===== src/sv/stl_pkg.sv =====
// stl_pkg: types, constants and per-byte scan function of the source text lexer.
// Used by source_text_lexer and its checker; no dependencies.
package stl_pkg;

  localparam int OFF_BITS   = 24;
  localparam int DEPTH_BITS = 16;
  localparam int KW_MAX_LEN = 7;
  localparam int LINE_BITS  = 20;
  localparam int COL_BITS   = 16;
  localparam int NUM_KW     = 13;

  localparam logic [OFF_BITS-1:0]   OFF_MAX   = {OFF_BITS{1'b1}};
  localparam logic [DEPTH_BITS-1:0] DEPTH_MAX = {DEPTH_BITS{1'b1}};
  localparam logic [LINE_BITS-1:0]  LINE_SAT  = {LINE_BITS{1'b1}};
  localparam logic [COL_BITS-1:0]   COL_SAT   = {COL_BITS{1'b1}};

  localparam logic [7:0] CH_NUL   = 8'h00;
  localparam logic [7:0] CH_TAB   = 8'h09;
  localparam logic [7:0] CH_LF    = 8'h0a;
  localparam logic [7:0] CH_CR    = 8'h0d;
  localparam logic [7:0] CH_SPACE = 8'h20;
  localparam logic [7:0] CH_DQ    = 8'h22;
  localparam logic [7:0] CH_SQ    = 8'h27;
  localparam logic [7:0] CH_STAR  = 8'h2a;
  localparam logic [7:0] CH_DOT   = 8'h2e;
  localparam logic [7:0] CH_SLASH = 8'h2f;

  typedef enum logic [3:0] {
    M_IDLE, M_IDENT, M_NUMBER, M_STRING, M_CHARLIT, M_DOT, M_SLASH, M_CR,
    M_LCOMMENT, M_BCOMMENT, M_BC_SLASH, M_BC_STAR
  } mode_t;

  typedef enum logic [3:0] {
    K_CHAR, K_SLASH, K_DOT, K_BREAK, K_EOF, K_KEYWORD, K_IDENT, K_NUMBER,
    K_STRING, K_CHARLIT
  } kind_t;

  typedef struct packed {
    mode_t                        mode;
    logic [KW_MAX_LEN-1:0][7:0]   wbuf;
    logic [3:0]                   wlen;
    logic [DEPTH_BITS-1:0]        depth;
    logic [LINE_BITS-1:0]         line;
    logic [OFF_BITS-1:0]          lbeg;
    logic [OFF_BITS-1:0]          tbeg;
    logic [LINE_BITS-1:0]         tline;
    logic [COL_BITS-1:0]          tcol;
  } st_t;

  localparam st_t ST_RST = '{mode: M_IDLE, wbuf: '0, wlen: '0, depth: '0,
                             line: LINE_BITS'(1), lbeg: '0, tbeg: '0,
                             tline: LINE_BITS'(1), tcol: '0};

  typedef struct packed {
    kind_t                 kind;
    logic [7:0]            value;
    logic [OFF_BITS-1:0]   start;
    logic [OFF_BITS-1:0]   stop;
    logic [LINE_BITS-1:0]  line;
    logic [COL_BITS-1:0]   col;
    logic                  last;
  } tok_t;

  typedef struct packed {
    st_t                 s;
    logic                again;
    logic                emit;
    kind_t               kind;
    logic [7:0]          value;
    logic [OFF_BITS-1:0] stop;
  } hres_t;

  function automatic logic is_alpha(logic [7:0] b);
    return (b >= "a" && b <= "z") || (b >= "A" && b <= "Z") || b == "_";
  endfunction

  function automatic logic is_digit(logic [7:0] b);
    return b >= "0" && b <= "9";
  endfunction

  function automatic logic [55:0] kw_text(logic [3:0] k);
    logic [55:0] t;
    unique case (k)
      4'd0:    t = 56'("struct");
      4'd1:    t = 56'("type");
      4'd2:    t = 56'("if");
      4'd3:    t = 56'("else");
      4'd4:    t = 56'("defer");
      4'd5:    t = 56'("func");
      4'd6:    t = 56'("uninit");
      4'd7:    t = 56'("return");
      4'd8:    t = 56'("nullptr");
      4'd9:    t = 56'("null");
      4'd10:   t = 56'("i32");
      4'd11:   t = 56'("f32");
      4'd12:   t = 56'("bool");
      default: t = '0;
    endcase
    return t;
  endfunction

  function automatic logic [3:0] kw_len(logic [3:0] k);
    logic [3:0] l;
    unique case (k)
      4'd0, 4'd6, 4'd7:          l = 4'd6;
      4'd1, 4'd3, 4'd5, 4'd9,
      4'd12:                     l = 4'd4;
      4'd2:                      l = 4'd2;
      4'd4:                      l = 4'd5;
      4'd8:                      l = 4'd7;
      4'd10, 4'd11:              l = 4'd3;
      default:                   l = 4'd0;
    endcase
    return l;
  endfunction

  // {hit, index}; first listed keyword wins
  function automatic logic [4:0] kw_lookup(logic [KW_MAX_LEN-1:0][7:0] wbuf,
                                           logic [3:0] wlen);
    logic [4:0]  r;
    logic        same;
    logic [55:0] t;
    logic [3:0]  l;
    r = '0;
    for (int k = NUM_KW - 1; k >= 0; k--) begin
      t    = kw_text(4'(k));
      l    = kw_len(4'(k));
      same = (wlen == l);
      for (int i = 0; i < KW_MAX_LEN; i++) begin
        if (4'(i) < l && wbuf[i] != t[8*(int'(l) - 1 - i) +: 8]) same = 1'b0;
      end
      if (same) r = {1'b1, 4'(k)};
    end
    return r;
  endfunction

  function automatic st_t begin_tok(st_t s, logic [OFF_BITS-1:0] pos);
    st_t                 o;
    logic [OFF_BITS-1:0] d;
    o       = s;
    o.tbeg  = pos;
    o.tline = s.line;
    d       = (pos >= s.lbeg) ? pos - s.lbeg : '0;
    o.tcol  = (d > OFF_BITS'(COL_SAT)) ? COL_SAT : d[COL_BITS-1:0];
    return o;
  endfunction

  function automatic st_t new_line(st_t s, logic [OFF_BITS-1:0] nxt);
    st_t o;
    o = s;
    if (s.line != LINE_SAT) o.line = s.line + 1'b1;
    o.lbeg = nxt;
    return o;
  endfunction

  // One scan pass over byte b in the current mode.
  function automatic hres_t lex_handle(st_t s, logic [7:0] b, logic [OFF_BITS-1:0] pos);
    hres_t               r;
    logic [OFF_BITS-1:0] past;
    logic [4:0]          kw;
    past    = (pos == OFF_MAX) ? pos : pos + 1'b1;
    r.s     = s;
    r.again = 1'b0;
    r.emit  = 1'b0;
    r.kind  = K_CHAR;
    r.value = '0;
    r.stop  = past;
    kw      = kw_lookup(s.wbuf, s.wlen);
    unique case (s.mode)
      M_IDLE: begin
        if (b != CH_SPACE && b != CH_TAB) begin
          r.s = begin_tok(s, pos);
          priority if (b == CH_NUL) begin
            r.emit = 1'b1;
            r.kind = K_EOF;
          end else if (is_alpha(b)) begin
            r.s.mode    = M_IDENT;
            r.s.wbuf[0] = b;
            r.s.wlen    = 4'd1;
          end else if (b == CH_DOT) begin
            r.s.mode = M_DOT;
          end else if (is_digit(b)) begin
            r.s.mode = M_NUMBER;
          end else if (b == CH_DQ) begin
            r.s.mode = M_STRING;
          end else if (b == CH_SQ) begin
            r.s.mode = M_CHARLIT;
          end else if (b == CH_SLASH) begin
            r.s.mode = M_SLASH;
          end else if (b == CH_CR) begin
            r.s.mode = M_CR;
          end else if (b == CH_LF) begin
            r.s    = new_line(r.s, past);
            r.emit = 1'b1;
            r.kind = K_BREAK;
          end else begin
            r.emit  = 1'b1;
            r.kind  = K_CHAR;
            r.value = b;
          end
        end
      end
      M_IDENT: begin
        if (is_alpha(b) || is_digit(b)) begin
          if (s.wlen < 4'(KW_MAX_LEN)) r.s.wbuf[s.wlen[2:0]] = b;
          if (s.wlen <= 4'(KW_MAX_LEN)) r.s.wlen = s.wlen + 1'b1;
        end else begin
          r.emit   = 1'b1;
          r.stop   = pos;
          r.kind   = kw[4] ? K_KEYWORD : K_IDENT;
          r.value  = kw[4] ? {4'd0, kw[3:0]} : 8'd0;
          r.s.mode = M_IDLE;
          r.again  = 1'b1;
        end
      end
      M_NUMBER: begin
        if (!(is_digit(b) || b == CH_DOT || b == "x" || b == "b")) begin
          r.emit   = 1'b1;
          r.kind   = K_NUMBER;
          r.stop   = pos;
          r.s.mode = M_IDLE;
          r.again  = 1'b1;
        end
      end
      M_STRING, M_CHARLIT: begin
        r.kind = (s.mode == M_STRING) ? K_STRING : K_CHARLIT;
        if (b == ((s.mode == M_STRING) ? CH_DQ : CH_SQ)) begin
          r.emit   = 1'b1;
          r.s.mode = M_IDLE;
        end else if (b == CH_NUL || b == CH_LF || b == CH_CR) begin
          r.emit   = 1'b1;
          r.stop   = pos;
          r.s.mode = M_IDLE;
          r.again  = 1'b1;
        end
      end
      M_DOT: begin
        if (is_digit(b)) begin
          r.s.mode = M_NUMBER;
        end else begin
          r.emit   = 1'b1;
          r.kind   = K_DOT;
          r.stop   = pos;
          r.s.mode = M_IDLE;
          r.again  = 1'b1;
        end
      end
      M_SLASH: begin
        priority if (b == CH_STAR) begin
          r.s.mode  = M_BCOMMENT;
          r.s.depth = DEPTH_BITS'(1);
        end else if (b == CH_SLASH) begin
          r.s.mode = M_LCOMMENT;
        end else begin
          r.emit   = 1'b1;
          r.kind   = K_SLASH;
          r.stop   = pos;
          r.s.mode = M_IDLE;
          r.again  = 1'b1;
        end
      end
      M_CR: begin
        r.emit   = 1'b1;
        r.kind   = K_BREAK;
        r.s.mode = M_IDLE;
        if (b == CH_LF) begin
          r.s = new_line(r.s, past);
        end else begin
          r.s     = new_line(r.s, pos);
          r.stop  = pos;
          r.again = 1'b1;
        end
      end
      M_LCOMMENT: begin
        if (b == CH_LF || b == CH_CR || b == CH_NUL) begin
          r.emit   = 1'b1;
          r.kind   = K_BREAK;
          r.stop   = pos;
          r.s.mode = M_IDLE;
          r.again  = 1'b1;
        end
      end
      M_BC_SLASH: begin
        r.s.mode = M_BCOMMENT;
        if (b == CH_STAR) begin
          if (s.depth != DEPTH_MAX) r.s.depth = s.depth + 1'b1;
        end else begin
          r.again = 1'b1;
        end
      end
      M_BC_STAR: begin
        r.s.mode = M_BCOMMENT;
        if (b == CH_SLASH) begin
          if (s.depth != '0) r.s.depth = s.depth - 1'b1;
          if (s.depth <= DEPTH_BITS'(1)) r.s.mode = M_IDLE;
        end else begin
          r.again = 1'b1;
        end
      end
      M_BCOMMENT: begin
        priority if (b == CH_NUL) begin
          r.s.depth = '0;
          r.s.mode  = M_IDLE;
          r.again   = 1'b1;
        end else if (b == CH_LF) begin
          r.s = new_line(s, past);
        end else if (b == CH_SLASH) begin
          r.s.mode = M_BC_SLASH;
        end else if (b == CH_STAR) begin
          r.s.mode = M_BC_STAR;
        end else begin
          r.s.mode = M_BCOMMENT;
        end
      end
      default: begin
        r.s.mode = M_IDLE;
        r.again  = 1'b1;
      end
    endcase
    return r;
  endfunction

endpackage


===== src/sv/source_text_lexer.sv =====
// source_text_lexer: scans one source byte per word and queues up to two tokens per byte.
// A token is registered into the token queue when the byte that closes it is accepted.
// Takes one byte per cycle while in_stall is low; a byte may close two tokens, and the
// 4-entry token queue raises in_stall while it holds > 2.
// Synchronous active-low reset returns scanner to idle, line 1, offset 0.
// Depends on stl_pkg.
module source_text_lexer (
  input  logic        clk,
  input  logic        rst_n,
  input  logic        in_valid,
  output logic        in_stall,
  input  logic [7:0]  in_byte,
  output logic        out_valid,
  input  logic        out_stall,
  output logic [3:0]  out_token_kind,
  output logic [7:0]  out_tok_value,
  output logic [23:0] out_start_offset,
  output logic [23:0] out_end_offset,
  output logic [19:0] out_line_num,
  output logic [15:0] out_column_number,
  output logic        out_last_of_run
);

  stl_pkg::st_t                    st_r, st_nxt;
  logic [stl_pkg::OFF_BITS-1:0]    pos_r;
  stl_pkg::hres_t                  h;
  stl_pkg::tok_t                   t0, t1, tk;
  logic [1:0]                      n;
  logic                            go;
  stl_pkg::tok_t                   q_r [4];
  logic [1:0]                      wp_r, rp_r;
  logic [2:0]                      cnt_r;
  logic                            acc, pop;

  assign acc = in_valid && !in_stall;
  assign pop = out_valid && !out_stall;
  assign in_stall  = cnt_r > 3'd2;
  assign out_valid = cnt_r != 3'd0;

  always_comb begin
    st_nxt = st_r;
    go     = 1'b1;
    n      = 2'd0;
    t0     = '0;
    t1     = '0;
    tk     = '0;
    h      = '0;
    for (int p = 0; p < 3; p++) begin
      if (go) begin
        h        = stl_pkg::lex_handle(st_nxt, in_byte, pos_r);
        st_nxt   = h.s;
        tk.kind  = h.kind;
        tk.value = h.value;
        tk.start = h.s.tbeg;
        tk.stop  = h.stop;
        tk.line  = h.s.tline;
        tk.col   = h.s.tcol;
        tk.last  = 1'b0;
        if (h.emit) begin
          if (n == 2'd0) t0 = tk;
          else t1 = tk;
          n = n + 1'b1;
        end
        go = h.again;
      end
    end
    if (n == 2'd1) t0.last = 1'b1;
    t1.last = 1'b1;
  end

  always_ff @(posedge clk) begin
    if (!rst_n) begin
      st_r       <= stl_pkg::ST_RST;
      pos_r      <= '0;
      wp_r       <= '0;
      rp_r       <= '0;
      cnt_r      <= '0;
    end else begin
      if (acc) begin
        st_r  <= st_nxt;
        pos_r <= (pos_r == stl_pkg::OFF_MAX) ? pos_r : pos_r + 1'b1;
        wp_r  <= wp_r + n;
      end
      if (pop) rp_r <= rp_r + 1'b1;
      cnt_r <= cnt_r + (acc ? {1'b0, n} : 3'd0) - {2'd0, pop};
    end
  end

  always_ff @(posedge clk) begin
    if (acc && n != 2'd0) q_r[wp_r] <= t0;
    if (acc && n == 2'd2) q_r[wp_r + 2'd1] <= t1;
  end

  assign out_token_kind    = q_r[rp_r].kind;
  assign out_tok_value     = q_r[rp_r].value;
  assign out_start_offset  = q_r[rp_r].start;
  assign out_end_offset    = q_r[rp_r].stop;
  assign out_line_num      = q_r[rp_r].line;
  assign out_column_number = q_r[rp_r].col;
  assign out_last_of_run   = q_r[rp_r].last;

endmodule


===== config.mk =====
export PLATFORM = sky130hd
export DESIGN_NAME = source_text_lexer
export DESIGN_NICKNAME = d
export VERILOG_FILES = /design/src/sv/stl_pkg.sv /design/src/sv/source_text_lexer.sv
export SDC_FILE = /design/constraint.sdc
export NUM_CORES = 2
export LEC_CHECK = 0
export BUFFER_PORTS_ARGS = -buffer_cell sky130_fd_sc_hd__buf_4
export CAP_MARGIN = 20
export CORE_ASPECT_RATIO = 0.75
export CORE_MARGIN = 2
export CORE_UTILIZATION = 40
export CTS_CLUSTER_SIZE = 20
export DETAILED_ROUTE_END_ITERATION = 12
export GPL_TIMING_DRIVEN = 0
export SLEW_MARGIN = 10
export SYNTH_ARGS = -nofsm -noshare
export SYNTH_HDL_FRONTEND = slang
export SYNTH_SLANG_ARGS = --single-unit

===== constraint.sdc =====
create_clock -name clk -period 19.6 [get_ports clk]
set_input_delay 1.96 -clock clk [delete_from_list [all_inputs] [get_ports clk]]
set_output_delay 1.96 -clock clk [all_outputs]
set_load 0.005 [all_outputs]

==> run_results.csv <==
group,metric,value,unit
run_status,status,"completed",
yosys,synth-seq-area-share,38.2,%
yosys,synth_top_cell_area_share,27.6,%
routing,drtIter0Drc,8179,
setup_path,worst-setup-path-type,"in2reg",
timing,clock.fmax,82.5,MHz
timing,report.final.slew_viol_count,0,
timing,setup_repair_after_global_routing_missed_its_margin,"no",
yosys,yosys.area.top_type,"sky130_fd_sc_hd__edfxtp_1",
timing,setup_violations,0,
yosys,yosys_warnings,21,
routing,wl_per_cell,37.6,µm
clock_tree,root_buffer,"sky130_fd_sc_hd__clkbuf_16",
grt,groute.layer.met3.usage,16.5,%
timing,relSlewSlack,12.9,%
routing,route.vias.total,44900,
grt,global_route.usage.met2,56.5,%
clock_tree,clk-insertion-delay-late,710,ps
cells_and_area,layout.cells.most_common,"sky130_fd_sc_hd__nand2_1",
yosys,mappedNetlistArea,41700,µm²
floorplanning,pin_count,111,
timing,layout_setup_ws,7470,ps
clock_tree,cts.reportedPaths.clkPinSlew,70,ps
setup_path,setup.worst_path.end_class,"flop",
timing,fin_skew,43.0,ps
pwr,max-vdd-ir-drop,0.0672,mV
clock_tree,postCtsSetupBuffers,0,
clock_tree,cts_tree,"done",
cells_and_area,final_util,45.8,%
setup_path,critical_path.n_buffers_inverters,7,
routing,post_drt_antenna_nets,0,
placed_design,port_buffers,109,
routing,post-route-drc-count,0,
clock_tree,numCtsBuffers,72,
pwr,static-leakage-power,15.9,nW
grt,number_of_antenna_violations_at_the_first_check_in_global_routing,17,
yosys,syn-instance-count,4651,
setup_path,timing.critical_path.arrival,12520,ps
timing,finalCriticalPeriod,12130,ps
clock_tree,clk_path_buf_depth,3,
setup_path,critical_path.max_fanout,10,
cells_and_area,layout-area-overhead-vs-synth,13.5,%
yosys,number_of_synthesized_flops_with_an_enable_pin,384,
grt,track_usage,42.8,%
clock_tree,cts_sinks,605,
timing,timing_hold_violations_final,0,
clock_tree,cts.htree.levels,3,
run,max_cap_viol_count,0,
floorplanning,num_rows,102,
setup_path,critPathLaunchType,"input port",
yosys,synth.lib_cells_used.distinct,107,
setup_path,crit_required,19990,ps
timing,worstMarginPinSlew,1300,ps
floorplanning,initial_utilization,40.4,%
setup_path,crit_family,"compound AO/OA/AOI/OAI gates",
pwr,total_power,6.14,mW
floorplanning,floorplan.core_area,103000,µm²
grt,first_global_vias,40700,
grt,grt_start_max_net_pins,49,
floorplanning,die_w,377,µm
grt,wire_length_of_the_first_global_routing_pass,324,mm
cells_and_area,layout_common_cells,"sky130_fd_sc_hd__nand2_1, sky130_fd_sc_hd__nor2_1, sky130_fd_sc_hd__edfxtp_1",
grt,met1_usage,60.8,%
routing,vias_per_cell,7.13,
clock_tree,post_cts_hold_buffer_count,0,
setup_path,critical-path-max-stage-delay,960,ps
worst_hold_path,holdCritPathClass,"reg2reg",
yosys,ys.flop_type,"sky130_fd_sc_hd__edfxtp_1",
timing,final.setup.tns,0,ps
placed_design,gp_congestion,1.08,
cells_and_area,num-fill-cells,10100,
pwr,power_density,130,nW/µm²
timing,final_min_period_over_clock_period,61.9,%
cells_and_area,fin_area,47400,µm²
routing,drt-total-wl,237,mm
placed_design,preCtsSetupSlack,7320,ps
setup_path,slowest_stage,"sky130_fd_sc_hd__nor3_1",
setup_path,regToRegSetupSlack,8690,ps
cells_and_area,share_of_cells_above_drive_strength_1,10.1,%
floorplanning,die-area,107000,µm²
yosys,synthesis.area_per_instance,8.97,µm²
grt,gr-total-overflow,0,
placed_design,placedInstanceArea,44800,µm²
grt,global_routing_s_busiest_layer,"met1",
floorplanning,floorplan.die.height,284,µm
yosys,synth.ff_latch_count,605,
clock_tree,postCtsResizedCells,0,
yosys,syn_nets,4755,
routing,firstDrtPassIters,6,
yosys,synth-async-reset-ratio,0,%
placed_design,hpwlAfterDp,181,mm
cells_and_area,final_net_count,4990,
yosys,post_synth_main_area_contributors,"sky130_fd_sc_hd__edfxtp_1, sky130_fd_sc_hd__dfxtp_1, sky130_fd_sc_hd__mux4_2, sky130_fd_sc_hd__a21oi_1, sky130_fd_sc_hd__nand2_1",
[Yosys cell counts (44+ instances only)]
master,instances
sky130_fd_sc_hd__a31oi_1,49
sky130_fd_sc_hd__o211ai_1,58
sky130_fd_sc_hd__ha_1,88
sky130_fd_sc_hd__and3_1,52
sky130_fd_sc_hd__o21ai_0,312
sky130_fd_sc_hd__edfxtp_1,384
sky130_fd_sc_hd__nor3_1,90
sky130_fd_sc_hd__dfxtp_1,221
sky130_fd_sc_hd__mux2i_1,89
sky130_fd_sc_hd__mux4_2,97
sky130_fd_sc_hd__inv_1,90
sky130_fd_sc_hd__a211oi_1,84
sky130_fd_sc_hd__o31ai_1,44
sky130_fd_sc_hd__nand3_1,103
sky130_fd_sc_hd__a22oi_1,90
sky130_fd_sc_hd__o22ai_1,154
sky130_fd_sc_hd__or3_1,49
sky130_fd_sc_hd__nor2_1,440
sky130_fd_sc_hd__a21o_1,46
sky130_fd_sc_hd__nand2_1,453
sky130_fd_sc_hd__clkbuf_1,319
sky130_fd_sc_hd__nand4_1,50
sky130_fd_sc_hd__o221ai_1,70
sky130_fd_sc_hd__a32o_1,78
sky130_fd_sc_hd__a21oi_1,372
sky130_fd_sc_hd__xnor2_1,84
[worst reg2reg max path, cell delays in order, from the launching register on]
cell                        delay [ps]
sky130_fd_sc_hd__dfxtp_1           440
sky130_fd_sc_hd__buf_2             260
sky130_fd_sc_hd__nand4bb_1         540
sky130_fd_sc_hd__a21oi_1           140
sky130_fd_sc_hd__nor3_1            860
sky130_fd_sc_hd__o221ai_1          570
sky130_fd_sc_hd__buf_4             340
sky130_fd_sc_hd__nor3_2            620
sky130_fd_sc_hd__clkbuf_1          840
sky130_fd_sc_hd__nor2_1            200
sky130_fd_sc_hd__o21ai_1           590
sky130_fd_sc_hd__nor2_1            130
sky130_fd_sc_hd__o32a_1            290
sky130_fd_sc_hd__ha_1              380
sky130_fd_sc_hd__nor2b_1           150
sky130_fd_sc_hd__o21ai_0           110
sky130_fd_sc_hd__a21oi_1           350
sky130_fd_sc_hd__o2111ai_1         260
sky130_fd_sc_hd__a211oi_1          610
sky130_fd_sc_hd__a21o_1            270
sky130_fd_sc_hd__mux2i_1           200
sky130_fd_sc_hd__a221o_1           160
sky130_fd_sc_hd__and3_1            440
sky130_fd_sc_hd__clkbuf_1          460
sky130_fd_sc_hd__buf_1             460
sky130_fd_sc_hd__o211ai_1          170
sky130_fd_sc_hd__o21ai_0           440
sky130_fd_sc_hd__o221ai_1          320
[stage by stage]
stage / instances / hold WS [ps]
2_1_floorplan: 4651 / 427
3_3_place_gp: 6112 / 435
3_5_place_dp: 6143 / 444
4_1_cts: 6271 / 451
5_1_grt: 6292 / 472
6_report: 6295 / 458
[logic make-up after synthesis]
kind of cell	Yosys count	synth area share, %
XOR/XNOR	121	2.54
adder cells (fa/ha/maj)	92	2.83
AND/OR/NAND/NOR	1502	17.5
buffers and inverters	476	4.39
multiplexers	198	7.69
flip-flops	605	38.2
AO/OA/AOI/OAI	1657	26.8
[worst paths after layout]
kind / from / endpoint / cells past startpoint
min reg2reg: st_r[28]$_SDFFE_PN0P_ / st_r[28]$_SDFFE_PN0P_ / 2
min: st_r[28]$_SDFFE_PN0P_ / st_r[28]$_SDFFE_PN0P_ / 2
max reg2reg: st_r[181]$_SDFFE_PN0P_ / q_r[1][6]$_DFFE_PP_ / 27
max: in_byte[7] / q_r[1][6]$_DFFE_PP_ / 31
[cell type report]
type	instances	area, µm²	share of cell area (%)
multi-input combinational	3570	24100	50.8
inverter	92	345	0.729
buffer	384	1500	3.16
clock buffer	94	1920	4.06
tap	1352	1690	3.57
antenna	3	7.51	0.0158
timing repair buffer	161	1470	3.10
clock inverter	34	437	0.922
sequential	605	16000	33.7
[power by group]
group          switching (mW)  internal, mW
clock network           0.635         0.772
logic                    2.23         0.916
registers              0.0740          1.52
total                    2.94          3.21
[per-layer routing]
| layer | up-vias | wire length, µm | share of wire, % |
|---|---|---|---|
| met3 | 603 | 36400 | 15 |
| met4 | 10 | 12300 | 5.2 |
| met2 | 3652 | 91800 | 39 |
| met5 | - | 75 | 0.032 |
| met1 | 22100 | 96200 | 41 |
| li1 | 18500 | - | - |
[registers in the layout (all words and copies together), names as in the netlist, named ones only]
name and flops:
cnt_r 3, pos_r 24, q_r 388, rp_r 2, st_r 184, wp_r 2
Note: power is estimated with default switching activity, not from simulation.
